File: src/hdl/lmep_pkg.sv
// Shared types, codes and word-packing helpers for the list-mode event packer.
// Used by lmep_ctrl, lmep_datapath and the top level; no dependencies.
`default_nettype none

package lmep_pkg;

    localparam int NUM_MODULES_DEF = 5;
    localparam int QUEUE_WORDS_DEF = 4096;
    localparam int MAX_BURST_DEF   = 64;

    localparam int WORD_W  = 32;
    localparam int LEVEL_W = 13;
    localparam int TS_W    = 48;

    localparam logic [1:0] KIND_WRITE = 2'd0;
    localparam logic [1:0] KIND_READ  = 2'd1;

    localparam logic [1:0] ST_OK   = 2'd0;
    localparam logic [1:0] ST_FULL = 2'd1;
    localparam logic [1:0] ST_BAD  = 2'd2;

    localparam logic [1:0] RATE_100 = 2'd0;
    localparam logic [1:0] RATE_250 = 2'd1;

    localparam logic [2:0] HDR_LEN = 3'd4;
    localparam logic [2:0] EVT_LEN = 3'd4;
    localparam int         EVENT_WORDS = 4;

    // commands from controller to datapath
    typedef struct packed {
        logic load;     // capture a new item
        logic prep;     // latch pointers and counts for the item
        logic resp;     // emit the single status result
        logic step_wr;  // write one event word
        logic step_rd;  // read one queue word
    } dp_cmd_t;

    // status from datapath to controller
    typedef struct packed {
        logic bad;
        logic is_write;
        logic is_read;
        logic full;
        logic rd_empty;
        logic wr_last;
        logic rd_last;
    } dp_stat_t;

    function automatic logic [WORD_W-1:0] make_header(
        input logic [3:0] channel,
        input logic [3:0] slot,
        input logic [3:0] crate
    );
        logic [WORD_W-1:0] w;
        w = '0;
        w[3:0]   = channel;
        w[7:4]   = slot;
        w[11:8]  = crate;
        w[14:12] = HDR_LEN;
        w[19:17] = EVT_LEN;
        return w;
    endfunction

    function automatic logic [WORD_W-1:0] make_time_hi(
        input logic [15:0] ts_hi,
        input logic [14:0] cfd_fraction,
        input logic [2:0]  cfd_src,
        input logic [1:0]  rate_mode
    );
        logic [WORD_W-1:0] w;
        w = '0;
        w[15:0] = ts_hi;
        unique case (rate_mode)
            RATE_100: w[30:16] = cfd_fraction;
            RATE_250:
            begin
                w[29:16] = cfd_fraction[13:0];
                w[30]    = cfd_src[0];
            end
            default:
            begin
                w[28:16] = cfd_fraction[12:0];
                w[31:29] = cfd_src;
            end
        endcase
        return w;
    endfunction

endpackage

`default_nettype wire

File: src/hdl/lmep_ctrl.sv
// Sequencing state machine for the list-mode event packer.
// Depends on lmep_pkg for the command and status structs.
`default_nettype none

module lmep_ctrl (
    input  wire              clk,
    input  wire              rst_n,
    input  wire              start,
    output logic             busy,
    input  lmep_pkg::dp_stat_t stat,
    output lmep_pkg::dp_cmd_t  cmd
);
    import lmep_pkg::*;

    typedef enum logic [1:0] {
        S_IDLE,
        S_EVAL,
        S_WRITE,
        S_READ
    } state_t;

    state_t state_reg;
    state_t state_next;
    logic   single_result;

    assign busy = (state_reg != S_IDLE);

    // one status result ends the item: bad index, full queue, empty read, query
    assign single_result = stat.bad || (stat.is_write && stat.full)
                         || (stat.is_read && stat.rd_empty)
                         || (!stat.is_write && !stat.is_read);

    always_comb
    begin
        cmd        = '0;
        state_next = state_reg;
        unique case (state_reg)
            S_IDLE:
            begin
                cmd.load = start;
                if (start)
                begin
                    state_next = S_EVAL;
                end
            end
            S_EVAL:
            begin
                cmd.prep = 1'b1;
                if (single_result)
                begin
                    cmd.resp   = 1'b1;
                    state_next = S_IDLE;
                end
                else if (stat.is_write)
                begin
                    state_next = S_WRITE;
                end
                else
                begin
                    state_next = S_READ;
                end
            end
            S_WRITE:
            begin
                cmd.step_wr = 1'b1;
                if (stat.wr_last)
                begin
                    state_next = S_IDLE;
                end
            end
            S_READ:
            begin
                cmd.step_rd = 1'b1;
                if (stat.rd_last)
                begin
                    state_next = S_IDLE;
                end
            end
            default: state_next = S_IDLE;
        endcase
    end

    always_ff @(posedge clk or negedge rst_n)
    begin
        if (!rst_n)
        begin
            state_reg <= S_IDLE;
        end
        else
        begin
            state_reg <= state_next;
        end
    end

endmodule

`default_nettype wire

File: config.mk
export PLATFORM = sky130hd
export DESIGN_NAME = lmep_ctrl
export DESIGN_NICKNAME = d
export VERILOG_FILES = /design/src/hdl/lmep_pkg.sv /design/src/hdl/lmep_ctrl.sv
export SDC_FILE = /design/constraint.sdc
export NUM_CORES = 1
export LEC_CHECK = 0
export BUFFER_PORTS_ARGS = -buffer_cell sky130_fd_sc_hd__buf_2
export CAP_MARGIN = 40
export CORE_AREA = 2 2 39 41
export CTS_BUF_LIST = sky130_fd_sc_hd__clkbuf_8
export DETAILED_ROUTE_END_ITERATION = 8
export DIE_AREA = 0 0 41 43
export PLACE_DENSITY = 0.45
export SLEW_MARGIN = 20
export SYNTH_ARGS = -nofsm -noshare
export SYNTH_HDL_FRONTEND = slang
export SYNTH_SLANG_ARGS = --single-unit
export TNS_END_PERCENT = 30
File: constraint.sdc
create_clock -name clk -period 1.8 [get_ports clk]
set_input_delay 0.18 -clock clk [delete_from_list [all_inputs] [get_ports clk]]
set_output_delay 0.18 -clock clk [all_outputs]
set_load 0.01 [all_outputs]
* Word level (Yosys, flattened, before mapping)
Index checks and enable logic that the tools add are counted.
Word-level totals: register bits after elaboration 2, bits in latches 0, memory bits (writable) 0, ROM bits 0, output and inout bits 6, memories 0
Operators by class: add/subtract/negate cells 0, multiply operators 0, div/mod/pow operators 0, order comparisons 0, equality and inequality tests 6, shift-type cells 0, muxes and demuxes 11, bitwise logic cells 0, reductions and logical operators 11
Operator list (count):
- $mux 2 | 5
- $pmux 2 s4 | 1
- $ne 2x2->1 const B | 3
- $mux 1 | 5
- $eq 2x2->1 const B | 2
- $logic_and 1x1->1 | 3
- $logic_or 1x1->1 | 3
- $reduce_and 3->1 | 1
- $eq 2x1->1 const B | 1
- $logic_not 1->1 | 2
- $logic_not 2->1 | 1
- $reduce_bool 2->1 | 1

* Depth between registers and ports, before layout
Gate-level depths: netlist (run 1).
depth after elaboration 6, mapped depth 3, gate-level depth less buffers 3

* Worst setup path after synthesis (run 1)
Ideal clock, no wire load.
path kind register -> output, from reg state_reg[1], to out cmd[4] in the netlist's numbering, arrival time 0.928 ns, slack 0.692 ns, cell stages (with the launch flop) 3, path buffers 0, cell sequence dfrtp_1 or2_2 nor2_1
RTL lines:
- start, declared | RTL line lmep_ctrl.sv:22 | state_t state_reg;
- start signal, assigned | RTL line lmep_ctrl.sv:91 | state_reg <= state_next;
- end, declared | RTL line lmep_ctrl.sv:11 | output lmep_pkg::dp_cmd_t cmd

==> results of run 1 <==
==> worst max-delay path, cell delays in order, from the launching register on <==
cell and delay, ns:
dfrtp_1 0.44, or2_2 0.33, nor2_1 0.08, buf_2 0.13
==> path summary, 6_finish.rpt <==
path | to | slack, ns | start
max | cmd[4] | 0.44 | state_reg[1]$_DFFE_PN0P_
min | state_reg[0]$_DFFE_PN0P_ | 0.26 | stat[6]
max reg2reg | state_reg[0]$_DFFE_PN0P_ | 0.69 | state_reg[0]$_DFFE_PN0P_
min reg2reg | state_reg[1]$_DFFE_PN0P_ | 0.60 | state_reg[1]$_DFFE_PN0P_
max in group asynchronous | state_reg[0]$_DFFE_PN0P_ | 1.42 | rst_n
min in group asynchronous | state_reg[1]$_DFFE_PN0P_ | 0.28 | rst_n
==> cell usage in the layout (no fill, tap or decap) <==
cell / n
o211ai_1: 1
a21boi_1: 1
clkbuf_8: 3
and2b_2: 1
o31ai_1: 1
o21ai_0: 1
inv_1: 2
or4_1: 1
nor2_1: 2
or2_2: 1
a21oi_1: 2
buf_2: 15
and2_1: 1
mux2i_1: 1
dfrtp_1: 2
nand2_1: 3
and2_2: 1
dlygate4sd3_1: 1
==> stage by stage <==
stage          utilization  worst slack (ns)  hold WS, ns  area [um2]  std cells
3_5_place_dp         0.184             0.672      -0.0334         255         52
6_report             0.222             0.442        0.264         307         56
5_1_grt              0.222             0.352        0.293         307         56
3_3_place_gp         0.184             0.673      -0.0317         255         52
2_1_floorplan            -             0.692       -0.116         160         21
4_1_cts              0.222             0.439        0.260         307         56
==> kinds of logic after synthesis <==
| logic type | count (synthesis) | share of synthesized area |
|---|---|---|
| buffers and inverters | 2 | 0.0469 |
| flip-flops | 2 | 0.313 |
| AND/OR/NAND/NOR | 10 | 0.344 |
| multiplexers | 1 | 0.0625 |
| AO/OA/AOI/OAI | 6 | 0.234 |
==> report_power, final <==
part	internal [mW]	switching, mW
combinational	0.0914	0.0863
clock	0.141	0.0343
sequential	0.0630	0.0293
==> per-layer routing <==
metal / share of wire / vias to the layer above / track usage / wire, um
met1: 0.43 / 80 / 0.0735 / 211
met3: 0.11 / 2 / 0.0157 / 53
met5: 0 / - / 0 / 0
li1: - / 111 / - / -
met4: 0.039 / 0 / 0.120 / 19
met2: 0.41 / 16 / 0.0938 / 201
==> timing repair <==
action                                 in CTS  in global routing
resized for setup                           0                  0
endpoints found under the hold margin       2                  0
hold buffers                                1                  0
==> final cells by class <==
cell class / instances / area (um2) / share of cell area
clock buffer: 3 / 41.3 / 0.135
sequential: 2 / 50.0 / 0.163
tap: 16 / 20.0 / 0.0653
multi-input combinational: 17 / 103 / 0.335
inverter: 2 / 7.51 / 0.0245
timing repair buffer: 16 / 85.1 / 0.278
==> results.cfg, run 1 <==
[sta]
finalSetupTns_ns = 0
rsz0062_at_grt = no
setup_violations = 0
worstMarginPinSlew_ns = 0.214
final.setup_skew_ns = 0.000553
hold_violations = 0
maxSlewViolCount = 0
finalCritPeriodShare = 0.754
slew_headroom = 0.858
fmax_mhz = 737
period_needed_ns = 1.36

[global_routing]
grt-ovfl-total = 0
grt_pass1_vias = 210
grt_antenna_before_repair = 0
grt_max_degree = 9
grt_pass1_wl_um = 765
grtUsageTotal = 0.0741

[critical_path]
path_max_fanout = 8
arrival_ns = 1.18
path_class = register to output pin
reg2reg_depth = 3
worst_setup_path_end_kind = output pin
critPathLaunchType = register
worstPathRequired_ns = 1.62

[synth]
syn-num-nets = 31
synthTopCellsByArea = dfrtp_1 31%, nand2_1 7.0%, a21oi_1 6.3%, mux2i_1 6.3%, and2b_2 5.5%
async_reset_ff_frac = 1.00
syn_area_per_cell_um2 = 7.63
synthCells = 21
synth_edf_count = 0
synth-seq-cells = 2
synth_largest_area_cell = dfrtp_1
syn_area_um2 = 160
yosys_warnings = 0
synthTopCellsByCount = 3 x nand2_1, 2 x a21oi_1, 2 x dfrtp_1, 2 x inv_1, 2 x nor2_1
yosysMostFrequentCell = nand2_1
ys_types = 15
yosysTopAreaCellShare = 0.313
yosysSeqAreaShare = 0.313
synthFlopType = dfrtp_1

[route]
vias_per_cell = 3.73
drc_errors = 0
wl_per_cell_um = 8.68
wl_um = 486
drtIter0Drc = 3
vias = 209
dr.pass1.iters = 2
ant_nets = 0

[clock_network]
ctsRootBufferMaster = clkbuf_8
clockBufferDepth = 2
path_clk_slew_ns = 0.03
cts_buffers = 3
h-tree-depth = 1
clock_latency_ns = 0.21
post_cts_buffers = 0
numClockSinks = 2
cts_tree = done

[cells_and_area]
final_nets = 52
largest_reg_flops = 2
fillers = 155
drive_above_1_share = 0.525
synthToLayoutAreaGrowth_pct = 91.4
diodes = 0

[run_status]
status = finished, final reports clean

[placement]
io_buffers = 15
gp_congestion = 0.695
place_hpwl_um = 369

[pwr]
leakage_nw = 0.166
p_per_area_nw_per_um2 = 1450
vdd_drop_max_uv = 289
total_power_mw = 0.446

[floorplanning]
core_um2 = 1380
die-area_um2 = 1760
die_w_um = 41
start_util = 0.116
ios = 16
die_y_um = 43
rows = 14

[min_path]
whs_path_depth = 3
hold_path.class = primary input to register

[run]
max-cap-violations = 0
Power figures use the tool's default switching activity.
==> inputs of run 2 (changes only) <==
- PLACE_DENSITY: 0.45 -> 0.46
- clock period: 1.8 -> 1.1 ns (I/O delays scaled with it)
==> run 2 against run 1 <==
  * The run now ends with negative setup slack left
  * Clock power is 63% higher
  * Final area rose by 19%
  * Flip-flop and latch count is the same
  * Global-route usage rose by 1.7 points
  * Clock-buffer cell count is the same
  * Die area unchanged
  * First-iteration DRC count up 33%
  * Routed wire length grew 2.1%
  * Non-clock buffer count grew 3
  * Largest power group unchanged
==> results.cfg, run 2 (synthesis results as in run 1) <==
[critical_path]
path_max_fanout = 4
path_class = register to register
crit_path_cell_trace = buf_6 > nand2_2 > or4_1 > a21boi_1
worst_setup_path_end_kind = register
arrival_ns = 1.31
cp_top_family = simple AND/OR/NAND/NOR gates
worst_path_max_delay_cell = or4_1
critPathLaunchType = register
slowest_delay_ns = 0.41
critPathBufInv = 1
worstPathRequired_ns = 1.23

[pwr]
total_power_mw = 0.901
leakage_nw = 0.185
p_per_area_nw_per_um2 = 2480
vdd_drop_max_uv = 693

[sta]
hold_violations = 0
setup_violations = 5
maxSlewViolCount = 0
final.setup_skew_ns = 0.000341
rsz0062_at_grt = yes
fmax_mhz = 846
timing.final.ws_setup_ns = -0.0825
slew_headroom = 0.831
worstMarginPinSlew_ns = 0.252
finalCritPeriodShare = 1.07
period_needed_ns = 1.18

[floorplanning]
core_um2 = 1380
die_w_um = 41
die_y_um = 43
rows = 14
start_util = 0.116
die-area_um2 = 1760
ios = 16

[route]
drtIter0Drc = 4
drc_errors = 0
dr.pass1.iters = 4
wl_per_cell_um = 8.41
ant_nets = 0
wl_um = 496
vias = 235
vias_per_cell = 3.98

[cells_and_area]
largest_reg_flops = 2
final_area_um2 = 364
fin_cells = 59
synthToLayoutAreaGrowth_pct = 127
final_cell_mix = 13 x buf_2, 4 x buf_6, 3 x clkbuf_8
diodes = 0
drive_above_1_share = 0.651
final_common_cell = buf_2
final_nets = 55
final_core_util = 0.263

[placement]
place_hpwl_um = 384
place_area_um2 = 263
io_buffers = 15
gp_congestion = 0.716
placed_cells = 53

[run_status]
violations = negative setup slack
status = finished, violations left

[global_routing]
grt_pass1_vias = 231
grt-ovfl-total = 0
grtUsageTotal = 0.0913
grt_antenna_before_repair = 0
grt_pass1_wl_um = 945
grt_max_degree = 5

[clock_network]
ctsRootBufferMaster = clkbuf_8
cts_tree = done
path_clk_slew_ns = 0.03
numClockSinks = 2
cts_buffers = 3
clock_latency_ns = 0.21
h-tree-depth = 1
clockBufferDepth = 2

[min_path]
hold_path.class = primary input to register

[run]
max-cap-violations = 0
[run 2: per-layer routing]
metal,global-route usage,vias up,routed length (um)
met5,0,-,0
met4,0.120,0,19
met3,0.0471,2,54
met2,0.100,17,211
met1,0.103,99,210
li1,-,117,-
[run 2: worst paths after layout]
kind                                     startpoint                  endpoint  slack (ns)  cells after the start
setup / recovery           state_reg[0]$_DFFE_PN0P_  state_reg[0]$_DFFE_PN0P_       -0.08                      4
hold / removal                              stat[6]  state_reg[0]$_DFFE_PN0P_        0.19                      3
setup reg to reg           state_reg[0]$_DFFE_PN0P_  state_reg[0]$_DFFE_PN0P_       -0.08                      4
hold reg to reg            state_reg[0]$_DFFE_PN0P_  state_reg[1]$_DFFE_PN0P_        0.67                      2
max in group asynchronous                     rst_n  state_reg[0]$_DFFE_PN0P_        0.79                      2
min in group asynchronous                     rst_n  state_reg[1]$_DFFE_PN0P_        0.21                      2
[run 2: per-stage QoR]
stage / setup WS, ns / hold WS, ns / TNS [ns]
2_1_floorplan: 0.0620 / -0.186 / 0
3_3_place_gp: 0.0605 / -0.100 / 0
3_5_place_dp: 0.00186 / -0.102 / 0
4_1_cts: -0.0827 / 0.181 / -0.315
5_1_grt: -0.141 / 0.188 / -0.605
6_report: -0.0825 / 0.186 / -0.278
[run 2: where the power goes]
part           switching [mW]  leakage (nW)  internal [mW]
clock                  0.0547        0.0216          0.231
combinational           0.215         0.138          0.265
sequential             0.0322        0.0257          0.103
[run 2: what timing repair did]
action                     CTS  global route
hold endpoints to repair     2             0
setup buffers                2             0
pin swaps                    1             0
setup endpoints to repair    7             7
gates resized for setup      7             3
hold buffers                 1             0
[run 2: area by class of cell]
cell class                      count  area, um2
Fill cell                         148       1020
Timing Repair Buffer               19        128
Multi-Input combinational cell     17        118
Sequential cell                     2       50.0
Clock buffer                        3       41.3
Tap cell                           16       20.0
Inverter                            2       7.51
[run 2: worst min-delay path, delay by kind of cell]
kind                   cells  cell delay, ns
AND/OR/NAND/NOR            1            0.10
buffers and inverters      1            0.08
AO/OA/AOI/OAI              1            0.05
